--- src/rtl/first_fit_heap_allocator_unit_macros.svh ---
// ----------------------------------------------------------------------------
// first_fit_heap_allocator_unit_macros.svh
// Assertion helpers used by the allocator top level.
// ----------------------------------------------------------------------------
`ifndef FIRST_FIT_HEAP_ALLOCATOR_UNIT_MACROS_SVH
`define FIRST_FIT_HEAP_ALLOCATOR_UNIT_MACROS_SVH

// same-cycle implication, gated by reset
`define FFHA_ASSERT_NOW(label, clk, rst_n, ante, cons, msg) \
  label: assert property (@(posedge clk) disable iff (!rst_n) (ante) |-> (cons)) \
    else $error(msg);

// next-cycle implication, gated by reset
`define FFHA_ASSERT_NEXT(label, clk, rst_n, ante, cons, msg) \
  label: assert property (@(posedge clk) disable iff (!rst_n) (ante) |=> (cons)) \
    else $error(msg);

`endif

--- src/rtl/ffha_pkg.sv ---
`timescale 1ns / 1ps
// ----------------------------------------------------------------------------
// ffha_pkg
// Types and constants shared by the heap allocator controller and datapath.
// ----------------------------------------------------------------------------
package ffha_pkg;

  localparam int MIN_CHUNK   = 8;
  localparam int ALIGN_BYTES = 4;
  localparam int HDR_BYTES   = 8;

  localparam logic [16:0] LINK_END   = 17'h1FFFF;
  localparam logic [16:0] MAX17      = 17'h1FFFF;
  localparam logic [16:0] HEAP_RESET = 17'h10000;

  localparam logic [1:0] REG_HEAP_SIZE = 2'd0;

  typedef enum logic [1:0] {
    OP_ALLOC = 2'd0,
    OP_FREE  = 2'd1,
    OP_INIT  = 2'd2,
    OP_NONE  = 2'd3
  } opcode_t;

  typedef enum logic [1:0] {
    ST_OK    = 2'd0,
    ST_ZERO  = 2'd1,
    ST_NOFIT = 2'd2
  } status_t;

  typedef enum logic [3:0] {
    DP_NOP,
    DP_START,
    DP_RD_CUR,
    DP_RD_H,
    DP_A_STEP,
    DP_A_EXACT,
    DP_A_SPLIT1,
    DP_A_SPLIT2,
    DP_F_HS,
    DP_F_STEP,
    DP_F_BOTH,
    DP_F_PREV,
    DP_F_NEXT1,
    DP_F_LINK1,
    DP_F_PUT,
    DP_INIT
  } dp_op_t;

  typedef enum logic [3:0] {
    S_IDLE,
    S_A_CHK,
    S_A_EV,
    S_A_SPLIT2,
    S_F_CHK,
    S_F_HS,
    S_F_WALK,
    S_F_WEV,
    S_F_MRG,
    S_F_PUT,
    S_INIT
  } ctrl_state_t;

  typedef struct packed {
    logic req_zero;
    logic fo_low;
    logic cur_end;
    logic step_lim;
    logic fit_exact;
    logic fit_split;
    logic cur_le_h;
    logic mprev;
    logic mnext;
  } dp_flags_t;

endpackage

--- src/rtl/ffha_ctrl.sv ---
`timescale 1ns / 1ps
// ----------------------------------------------------------------------------
// ffha_ctrl
// Sequencer for allocate, free, init and no-op; drives one datapath micro-op a cycle.
// ----------------------------------------------------------------------------
module ffha_ctrl
  import ffha_pkg::*;
(
  input  logic      clk,
  input  logic      rst_n,
  input  logic      start,
  input  logic [1:0] in_opcode,
  input  dp_flags_t flags,
  output dp_op_t    op,
  output logic      busy,
  output logic      out_valid,
  output status_t   out_status
);

  ctrl_state_t state_r, state_nxt;
  logic        valid_r, valid_nxt;
  status_t     status_r, status_nxt;

  always_ff @(posedge clk) begin
    if (!rst_n) begin
      state_r <= S_IDLE;
      valid_r <= 1'b0;
      status_r <= ST_OK;
    end else begin
      state_r <= state_nxt;
      valid_r <= valid_nxt;
      status_r <= status_nxt;
    end
  end

  always_comb begin
    state_nxt = state_r;
    valid_nxt = 1'b0;
    status_nxt = status_r;
    op = DP_NOP;
    case (state_r)
      S_IDLE: begin
        if (start) begin
          op = DP_START;
          case (opcode_t'(in_opcode))
            OP_ALLOC: state_nxt = S_A_CHK;
            OP_FREE:  state_nxt = S_F_CHK;
            OP_INIT:  state_nxt = S_INIT;
            default: begin
              valid_nxt = 1'b1;
              status_nxt = ST_OK;
            end
          endcase
        end
      end
      S_A_CHK: begin
        if (flags.req_zero) begin
          valid_nxt = 1'b1; status_nxt = ST_ZERO; state_nxt = S_IDLE;
        end else if (flags.cur_end || flags.step_lim) begin
          valid_nxt = 1'b1; status_nxt = ST_NOFIT; state_nxt = S_IDLE;
        end else begin
          op = DP_RD_CUR;
          state_nxt = S_A_EV;
        end
      end
      S_A_EV: begin
        if (flags.fit_exact) begin
          op = DP_A_EXACT;
          valid_nxt = 1'b1; status_nxt = ST_OK; state_nxt = S_IDLE;
        end else if (flags.fit_split) begin
          op = DP_A_SPLIT1;
          state_nxt = S_A_SPLIT2;
        end else begin
          op = DP_A_STEP;
          state_nxt = S_A_CHK;
        end
      end
      S_A_SPLIT2: begin
        op = DP_A_SPLIT2;
        valid_nxt = 1'b1; status_nxt = ST_OK; state_nxt = S_IDLE;
      end
      S_F_CHK: begin
        if (flags.fo_low) begin
          valid_nxt = 1'b1; status_nxt = ST_NOFIT; state_nxt = S_IDLE;
        end else begin
          op = DP_RD_H;
          state_nxt = S_F_HS;
        end
      end
      S_F_HS: begin
        op = DP_F_HS;
        state_nxt = S_F_WALK;
      end
      S_F_WALK: begin
        if (!flags.cur_end && flags.cur_le_h) begin
          if (flags.step_lim) begin
            valid_nxt = 1'b1; status_nxt = ST_NOFIT; state_nxt = S_IDLE;
          end else begin
            op = DP_RD_CUR;
            state_nxt = S_F_WEV;
          end
        end else if (!flags.cur_end) begin
          op = DP_RD_CUR;
          state_nxt = S_F_MRG;
        end else if (flags.mprev) begin
          // tail chunk adjacent to the last free chunk: grow it
          op = DP_F_PREV;
          valid_nxt = 1'b1; status_nxt = ST_OK; state_nxt = S_IDLE;
        end else begin
          op = DP_F_LINK1;
          state_nxt = S_F_PUT;
        end
      end
      S_F_WEV: begin
        op = DP_F_STEP;
        state_nxt = S_F_WALK;
      end
      S_F_MRG: begin
        if (flags.mprev && flags.mnext) begin
          op = DP_F_BOTH;
          valid_nxt = 1'b1; status_nxt = ST_OK; state_nxt = S_IDLE;
        end else if (flags.mprev) begin
          op = DP_F_PREV;
          valid_nxt = 1'b1; status_nxt = ST_OK; state_nxt = S_IDLE;
        end else if (flags.mnext) begin
          op = DP_F_NEXT1;
          state_nxt = S_F_PUT;
        end else begin
          op = DP_F_LINK1;
          state_nxt = S_F_PUT;
        end
      end
      S_F_PUT: begin
        op = DP_F_PUT;
        valid_nxt = 1'b1; status_nxt = ST_OK; state_nxt = S_IDLE;
      end
      S_INIT: begin
        op = DP_INIT;
        valid_nxt = 1'b1; status_nxt = ST_OK; state_nxt = S_IDLE;
      end
      default: begin
        state_nxt = S_IDLE;
      end
    endcase
  end

  assign busy = (state_r != S_IDLE);
  assign out_valid = valid_r;
  assign out_status = status_r;

endmodule

--- config.mk ---
export PLATFORM = sky130hd
export DESIGN_NAME = ffha_ctrl
export DESIGN_NICKNAME = d
export VERILOG_FILES = /design/src/rtl/first_fit_heap_allocator_unit_macros.svh /design/src/rtl/ffha_pkg.sv /design/src/rtl/ffha_ctrl.sv
export SDC_FILE = /design/constraint.sdc
export NUM_CORES = 1
export LEC_CHECK = 0
export BUFFER_PORTS_ARGS = -buffer_cell sky130_fd_sc_hd__buf_4
export CAP_MARGIN = 25
export CORE_MARGIN = 2
export CORE_UTILIZATION = 50
export CTS_CLUSTER_SIZE = 16
export DETAILED_ROUTE_END_ITERATION = 8
export PLACE_DENSITY = 0.79
export SYNTH_ARGS = -nofsm -noshare
export SYNTH_HDL_FRONTEND = slang
export SYNTH_SLANG_ARGS = --single-unit
--- constraint.sdc ---
create_clock -name clk -period 1.8 [get_ports clk]
set_input_delay 0.45 -clock clk [delete_from_list [all_inputs] [get_ports clk]]
set_output_delay 0.45 -clock clk [all_outputs]
set_load 0.05 [all_outputs]
==> results of run 1 <==
-- registers in the layout (all words and copies together), names as in the netlist --
| name | cells |
|---|---|
| state_r | 4 |
| out_valid | 1 |
| out_status | 2 |
-- cells by family (layout without fill, tap and decap cells) --
logic type                 after synthesis  after routing  share of synthesized area [%]
xor gates and xnor gates                 1              1                           1.01
buffers and inverters                   16             70                           9.22
AOI/OAI and AO/OA                       39             39                           32.9
and+or+nand+nor                         48             48                           31.0
DFF                                      7              7                           16.1
muxes                                    2              2                           2.59
adders and majority gates                5              5                           7.20
-- critical path: cells and delay by family (launching register included) --
kind	cells	cell delay [ps]
flip-flops	1	390
buffers and inverters	3	420
AND/OR/NAND/NOR	3	610
-- synthesized netlist by cell type (2+ instances only) --
cell	count	area share, %
a31oi_1	2	1.4
a41oi_1	2	2.0
a21oi_1	5	2.9
nor2b_1	2	1.4
inv_1	7	3.0
nand2_1	14	6.1
buf_2	4	2.3
a211oi_1	2	1.7
mux2_2	2	2.6
o21a_1	2	1.7
ha_1	5	7.2
nand3_1	2	1.2
clkbuf_1	3	1.3
buf_6	2	2.6
nand2b_1	3	2.2
nor3b_1	2	1.7
o21ai_0	7	4.0
a21o_1	2	1.7
dfxtp_1	7	16
nor2_1	10	4.3
a32oi_1	3	3.0
nor3_1	3	1.7
a22oi_1	3	2.6
-- routing by layer --
layer | up-vias | part of all wire (%)
li1 | 550 | -
met1 | 585 | 37
met2 | 122 | 46
met3 | 38 | 10
met4 | 0 | 6.4
met5 | - | 0
-- path summary, 6_finish.rpt --
path	from	endpoint	slack, ps	cells past startpoint
setup / recovery	state_r[1]	op[1]	-340	6
hold / removal	rst_n	out_valid	460	2
setup reg to reg	state_r[1]	out_status[0]	-60	6
hold reg to reg	out_status[0]	out_status[0]	610	2
-- cell type report --
type / count / share of cell area (%)
clock buffers: 4 / 1.82
multi-input cells: 95 / 51.5
repair buffers: 59 / 32.7
flip-flops and latches: 7 / 10.6
inverters: 7 / 1.99
well taps: 17 / 1.47
-- power breakdown --
group	internal, mW	switching, mW	leakage [nW]
clock network	0.0851	0.0660	0.0150
registers	0.173	0.0238	0.0599
logic	0.239	0.314	0.578
-- per-stage QoR --
stage                     util, %  power [mW]  area (sq um)
final                        86.6       0.901          1450
after global routing         86.6       0.932          1450
after CTS                    82.8       0.843          1380
after detailed placement     75.4       0.662          1260
after global placement       75.4       0.652          1260
after floorplan                 -       0.497           925
-- timing repair --
action / CTS / global route
pin swaps: 4 / 4
endpoints found under the setup margin: 4 / 7
gates resized for setup: 22 / 8
setup buffers: 3 / 4
==> summary.txt, run 1 <==
Run status
  – Status: complete, but fails checks
  – Failing checks: setup timing

Drt
  – Vias/cell: between 6 and 7
  – Post-route ant nets: 0
  – Vias: between 1000 and 1500
  – DRC Markers: 0
  – Final WL: 3810 microns
  – Initial drt markers: approximately 130
  – First-pass iteration count of the detailed router: 5
  – DR WL/cell: a little over 20 microns

Worst hold path
  – Hold Path Class: primary input to register

Global routing
  – GR peak layer: met2
  – Met2 usage: 56.6%
  – Largest net degree at the start of global routing: 12
  – Met1 GRT Util: ~40%
  – GR Util met3: about 6.0%
  – Initial antenna violation count: 0
  – Global-route wire length before repair: around 5000 microns
  – Vias in the first global route: ~1100
  – Grt total ovfl: 0
  – Tot GR Track Use: between 30% and 40%

Clock network
  – Clock slew at reported path FFs: ~60 ps
  – Clock tree buffer depth: 2
  – CTS tree: yes
  – Max H-tree Level: 1
  – Root Driver: clkbuf_4
  – Clock sink count: 7
  – Worst-Skew Late Latency: between 200 and 300 ps
  – TritonCTS Buffers: 3
  – # hold bufs at CTS: 0

Logic synthesis
  – Sequential area share after synthesis: about 16%
  – Yosys warns: 0
  – Synth unique cells: 47
  – Mapped Cells: roughly 120
  – Top FF cell, synth: dfxtp_1
  – Post-synth EDFFs: 0
  – Synth Net Count: 137
  – Mapped Area: just under 900 sq um
  – Syn Area/Cell: roughly 7.4 sq um
  – Async SR Flop Fraction: 0%
  – Seq cells post-synth: 7

STA
  – Hold WS: 456 ps
  – Clock period minus worst slack: ~2100 ps
  – Fin. max-slew vios: 0
  – Slew @ Worst Pin: approximately 480 ps
  – Final worst-path cycle share: 119%
  – Skew final: between 1.5 and 2 ps
  – Max Clk Rate: 468 MHz
  – Setup_tns: -852 ps
  – Max_slew headroom: between 60% and 70%
  – Final hold vios: 0
  – RSZ-0062 raised after global routing: true
  – Final Setup Violations: 5
  – Setup WS post-layout: -336 ps

Critical path
  – CP cell instances: buf_4, buf_4, and4bb_1, nand3_1, nand4_1, buf_6
  – Arrival time worst endpoint: 1690 ps
  – Slowest CP cell: dfxtp_4
  – Worst setup EP type: primary output
  – Crit Path Max Fanout: 6
  – Slowest stage delay, CP: about 390 ps
  – CP dominant cell by count: buf_4
  – CP startpoint kind: register
  – CP required: about 1400 ps
  – Worst Path Class, Setup: register to primary output

Floorplanning
  – FP Rows: 15
  – IO Pins: 22
  – Die height: ~46 microns
  – Starting Density: 52.0%
  – Die Wd: between 40 and 50 microns
  – CORE AREA: approximately 1700 sq um
  – Die area: approximately 2100 sq um

Final layout
  – Layout net count: roughly 190
  – Most common cell after layout, fill and taps aside: buf_4
  – Antenna cells: 0
  – Area occupied by multi-input gates: ~740 sq um
  – Share of cells above drive strength 1: between 50% and 60%
  – Most frequent cells in the layout: buf_4 (51), nand2_1 (11), nor2_1 (8), buf_6 (8)
  – P&R area growth vs syn: 66.6%
  – Number of fill cells in the layout: 83
  – FF+latch area: roughly 150 sq um
  – Fin cells: 189

Placement
  – Final Wtd Congestion: approximately 0.90
  – Port bufs: 21
  – Pre-CTS setup slack: -142 ps
  – Placed cell count: 178
  – DPL Wire Length: about 2300 microns

Power and ir drop
  – Worst vdd ir: 0.528 mV
  – Static Leak: about 0.65 nW
  – Pwr dens: around 620 nW/um^2

Job
  – Max Cap Viol: 0
No activity file was read; power rests on OpenSTA's default activity.
==> run 2: changes to the inputs <==
--- a/config.mk
+++ b/config.mk
@@ -12,6 +12,7 @@
 export CTS_CLUSTER_SIZE = 16
 export DETAILED_ROUTE_END_ITERATION = 8
 export PLACE_DENSITY = 0.79
+export REMOVE_ABC_BUFFERS = 1
 export SYNTH_ARGS = -nofsm -noshare
 export SYNTH_HDL_FRONTEND = slang
 export SYNTH_SLANG_ARGS = --single-unit
==> summary.txt, run 2 (synthesized netlist as in run 1, its figures left out) <==
STA
  – Skew final: 12.7 ps (+11.0 ps)
  – Final hold vios: 0 (unchanged)
  – Hold WS: 492 ps (+35.5 ps)
  – Final Setup Violations: 5 (unchanged)
  – Slew @ Worst Pin: 545 ps (+66.2 ps)
  – Max_slew headroom: 63.6% (-4.5 points)
  – Clock period minus worst slack: 2150 ps (+9.13 ps)
  – Setup_tns: -1030 ps (-174 ps)
  – Setup WS post-layout: -345 ps (-9.13 ps)
  – Fin. max-slew vios: 0 (unchanged)
  – Final worst-path cycle share: 119% (+0.51 points)
  – Max Clk Rate: 466 MHz (-0.43%)
  – RSZ-0062 raised after global routing: true

Power and ir drop
  – Worst vdd ir: 0.534 mV (+1.0%)
  – Pwr Total: 0.916 mW (+1.7%)
  – Pwr dens: 631 nW/um^2 (+1.3%)
  – Static Leak: 0.644 nW (-1.4%)

Drt
  – DR WL/cell: 21.6 microns (+7.3%)
  – Post-route ant nets: 0 (unchanged)
  – Initial drt markers: 70 (-46%)
  – DRC Markers: 0 (unchanged)
  – Vias/cell: 6.97 (+1.8%)
  – Vias: 1297 (+0.15%)
  – First-pass iteration count of the detailed router: 5 (unchanged)
  – Final WL: 4020 microns (+5.6%)

Clock network
  – CTS tree: yes
  – Root Driver: clkbuf_4
  – Max H-tree Level: 1 (unchanged)
  – TritonCTS Buffers: 3 (unchanged)
  – Clock slew at reported path FFs: 70 ps (about the same)
  – # hold bufs at CTS: 0 (unchanged)
  – Clock tree buffer depth: 2 (unchanged)
  – Worst-Skew Late Latency: 270 ps (about the same)
  – Clock sink count: 7 (unchanged)

Placement
  – DPL Wire Length: 2290 microns (+1.1%)
  – Final Wtd Congestion: 0.899 (-0.50%)
  – Post-DP Area: 1210 sq um (-3.7%)
  – Port bufs: 21 (unchanged)

Global routing
  – Initial antenna violation count: 0 (unchanged)
  – Grt total ovfl: 0 (unchanged)
  – Tot GR Track Use: 33.3% (+0.081 points)
  – Global-route wire length before repair: 4950 microns (-0.82%)
  – Largest net degree at the start of global routing: 12 (unchanged)
  – Vias in the first global route: 1142 (+4.0%)

Final layout
  – Layout net count: 189 (-1.6%)
  – Antenna cells: 0 (unchanged)
  – Most common cell after layout, fill and taps aside: buf_4
  – P&R area growth vs syn: 67.1%
  – Design area: 1450 sq um (+0.35%)
  – Number of fill cells in the layout: 92 (+11%)
  – Most frequent cells in the layout: buf_4 (46), nand2_1 (13), nor2_1 (8)
  – Share of cells above drive strength 1: 49.7% (-1.5 points)
  – Max FFs per register: 4 (unchanged)
  – Most flops, register: state_r

Floorplanning
  – IO Pins: 22 (unchanged)
  – Die area: 2090 sq um (unchanged)
  – FP Rows: 15 (unchanged)
  – Die Wd: 45.7 microns (unchanged)
  – CORE AREA: 1670 sq um (unchanged)
  – Starting Density: 52.0% (unchanged)
  – Die height: 45.7 microns (unchanged)

Critical path
  – Worst setup EP type: primary output
  – Worst Path Class, Setup: register to primary output
  – Arrival time worst endpoint: 1700 ps (about the same)
  – CP required: 1350 ps (about the same)
  – Crit Path Max Fanout: 10 (+4)
  – CP startpoint kind: register

Worst hold path
  – Hold Path Class: primary input to register

Run status
  – Status: complete, but fails checks
  – Failing checks: setup timing

Job
  – Max Cap Viol: 0 (unchanged)
==> run 2: metrics by stage <==
step / setup slack [ps] / util, % / instances
6_report: -345 / 86.9 / 186
5_1_grt: -425 / 86.9 / 186
4_1_cts: -246 / 82.0 / 184
3_5_place_dp: -151 / 72.7 / 173
3_3_place_gp: -112 / 72.7 / 173
2_1_floorplan: -657 / - / 109
==> run 2: area by class of cell <==
| class | instances | area, sq um | area share, % |
|---|---|---|---|
| timing repair buffer | 56 | 492 | 33.9 |
| multi-input combinational | 95 | 731 | 50.3 |
| sequential | 7 | 155 | 10.7 |
| tap | 17 | 21.3 | 1.47 |
| inverter | 7 | 26.3 | 1.81 |
| clock buffer | 4 | 26.3 | 1.81 |
==> run 2: power breakdown <==
| group | switching (mW) | total, mW | internal, mW |
|---|---|---|---|
| sequential | 0.0274 | 0.201 | 0.173 |
| clock | 0.0707 | 0.156 | 0.0853 |
| combinational | 0.313 | 0.560 | 0.247 |
==> run 2: layer usage <==
metal  part of all wire (%)  GRT usage (%)  wire, microns  vias up
met5                      0              0              0        -
met4                    6.6           15.9            267        0
met3                    9.7           5.56            392       41
met2                     50           59.2           2000      111
met1                     34           37.9           1370      599
li1                       -              -              -      546
==> run 2: timing repair <==
action | 4_1_cts | 5_1_grt
pin swaps | 4 | 5
setup endpoints to repair | 7 | 7
gates resized for setup | 23 | 12
setup buffers | 7 | 3
==> run 2: critical path, cell delays in order, from the launching register on <==
cell and delay [ps]:
dfxtp_4 370, buf_12 150, and3_4 180, or4_1 400
nand4_1 140, buf_6 180
==> run 2: worst paths after layout <==
path | start | to | slack (ps) | depth (start not counted)
max | state_r[0] | op[1] | -350 | 5
min | rst_n | out_valid | 490 | 2
max reg2reg | state_r[1] | out_status[1] | 0 | 7
min reg2reg | out_status[0] | out_status[0] | 610 | 2
==> run 3: changes to the inputs <==
--- a/config.mk
+++ b/config.mk
@@ -12,6 +12,7 @@
 export CTS_CLUSTER_SIZE = 16
 export DETAILED_ROUTE_END_ITERATION = 8
 export PLACE_DENSITY = 0.79
+export RECOVER_POWER = 25
 export REMOVE_ABC_BUFFERS = 1
 export SYNTH_ARGS = -nofsm -noshare
 export SYNTH_HDL_FRONTEND = slang
==> summary.txt, run 3 (synthesized netlist as in run 1, its figures left out) <==
Run status
  – Status: complete, but fails checks
  – Failing checks: setup timing

Global routing
  – Largest net degree at the start of global routing: 12 (unchanged)
  – Tot GR Track Use: 33.3% (unchanged)
  – Global-route wire length before repair: 4950 microns (unchanged)
  – Grt total ovfl: 0 (unchanged)
  – Vias in the first global route: 1142 (unchanged)
  – Initial antenna violation count: 0 (unchanged)

Floorplanning
  – Die height: 45.7 microns (unchanged)
  – Die area: 2090 sq um (unchanged)
  – IO Pins: 22 (unchanged)
  – FP Rows: 15 (unchanged)
  – Die Wd: 45.7 microns (unchanged)
  – Starting Density: 52.0% (unchanged)
  – CORE AREA: 1670 sq um (unchanged)

Critical path
  – CP required: 1350 ps (about the same)
  – CP startpoint kind: register
  – Crit Path Max Fanout: 10 (unchanged)
  – Worst setup EP type: primary output
  – Arrival time worst endpoint: 1690 ps (about the same)
  – Worst Path Class, Setup: register to primary output

Power and ir drop
  – Pwr Total: 0.905 mW (-1.2%)
  – Comb power frac: 60.9% (-0.2 points)
  – Clock share of power: 17.0% (about the same)
  – NetSw: 0.406 mW (-1.2%)
  – Pwr dens: 627 nW/um^2 (-0.73%)
  – Sw Share: 44.9% (about the same)
  – Pint: 0.499 mW (-1.3%)
  – Sequential Power Share: 22.1% (+0.2 points)
  – Worst vdd ir: 0.521 mV (-2.5%)
  – Static Leak: 0.635 nW (-1.3%)

STA
  – Final hold vios: 0 (unchanged)
  – Hold WS: 494 ps (+2.38 ps)
  – Clock period minus worst slack: 2140 ps (-6.35 ps)
  – Fin. max-slew vios: 0 (unchanged)
  – Setup WS post-layout: -339 ps (+6.35 ps)
  – Max Clk Rate: 467 MHz (+0.30%)
  – Final worst-path cycle share: 119% (-0.35 points)
  – Final Setup Violations: 6 (+1)
  – Slew @ Worst Pin: 592 ps (+47.2 ps)
  – RSZ-0062 raised after global routing: true
  – Max_slew headroom: 60.7% (-2.9 points)
  – Skew final: 11.9 ps (-0.755 ps)

Drt
  – Post-route ant nets: 0 (unchanged)
  – DRC Markers: 0 (unchanged)
  – Final WL: 3950 microns (-1.8%)
  – DR WL/cell: 21.2 microns (-1.8%)
  – Initial drt markers: 72 (+2.9%)
  – Vias/cell: 6.86 (-1.6%)
  – First-pass iteration count of the detailed router: 5 (unchanged)
  – Vias: 1276 (-1.6%)

Placement
  – Post-DP Area: 1210 sq um (unchanged)
  – Final Wtd Congestion: 0.899 (unchanged)
  – Placed cell count: 173 (unchanged)
  – Port bufs: 21 (unchanged)
  – DPL Wire Length: 2290 microns (unchanged)

Final layout
  – Design area: 1440 sq um (-0.52%)
  – Share of cells above drive strength 1: 48.5% (-1.2 points)
  – Fin cells: 186 (unchanged)
  – P&R area growth vs syn: 66.3%
  – Max FFs per register: 4 (unchanged)
  – Most common cell after layout, fill and taps aside: buf_4
  – Most frequent cells in the layout: buf_4 (44), nand2_1 (13), nor2_1 (8)
  – Most flops, register: state_r
  – Layout net count: 189 (unchanged)
  – Antenna cells: 0 (unchanged)

Clock network
  – Worst-Skew Late Latency: 260 ps (about the same)
  – Clock tree buffer depth: 2 (unchanged)
  – Clock slew at reported path FFs: 70 ps (about the same)
  – # hold bufs at CTS: 0 (unchanged)
  – Clock sink count: 7 (unchanged)
  – TritonCTS Buffers: 3 (unchanged)
  – CTS tree: yes
  – Root Driver: clkbuf_4
  – Max H-tree Level: 1 (unchanged)

Worst hold path
  – Hold Path Class: primary input to register

Job
  – Max Cap Viol: 0 (unchanged)
==> run 3: cell count changes in the layout (fill, tap and decap cells not counted) <==
cell,change
buf_4,-2
clkbuf_1,+2
==> run 3: power groups by stage <==
stage / Combinational (mW) / Clock, mW / Sequential (mW)
finish: 0.551 / 0.154 / 0.200
global route: 0.576 / 0.163 / 0.201
CTS: 0.490 / 0.148 / 0.197
detailed placement: 0.451 / 0 / 0.201
global placement: 0.438 / 0 / 0.200
floorplan: 0.209 / 0 / 0.250
==> run 3: worst max-delay path, stage by stage (launching register included) <==
cell	delay (ps)
dfxtp_4	370
buf_12	150
and3_4	180
or4_1	400
nand4_1	140
buf_6	180
==> run 3: cell type report <==
class                           count  area (sq um)
Clock buffer                        4          26.3
Multi-Input combinational cell     95           731
Fill cell                          96           226
Inverter                            7          26.3
Sequential cell                     7           155
Tap cell                           17          21.3
Timing Repair Buffer               56           484
==> run 3: metal layers <==
| layer | share of wire [%] | routed length (microns) | global-route usage (%) |
|---|---|---|---|
| met4 | 7.1 | 281 | 15.9 |
| met1 | 32 | 1280 | 37.9 |
| met5 | 0 | 0 | 0 |
| met2 | 50 | 1990 | 59.2 |
| met3 | 10 | 398 | 5.56 |
==> run 3: worst paths after layout <==
check	from	endpoint	slack, ps	cells after the start
max	state_r[0]	op[1]	-340	5
min	rst_n	out_valid	490	2
max reg2reg	state_r[1]	out_status[1]	-10	7
min reg2reg	out_status[0]	out_status[0]	610	2
==> run 3: through the flow <==
step	setup slack [ps]	utilization [%]	setup TNS, ps
2_1_floorplan	-657	-	-2180
3_3_place_gp	-112	72.7	-250
3_5_place_dp	-151	72.7	-384
4_1_cts	-246	82.0	-676
5_1_grt	-425	86.4	-1290
6_report	-339	86.4	-1010
==> run 3: what timing repair did <==
action | CTS | global route
cloned | 0 | 0
endpoints found under the setup margin | 7 | 7
setup buffers | 7 | 3
pin swaps | 4 | 5
gates resized for setup | 23 | 12
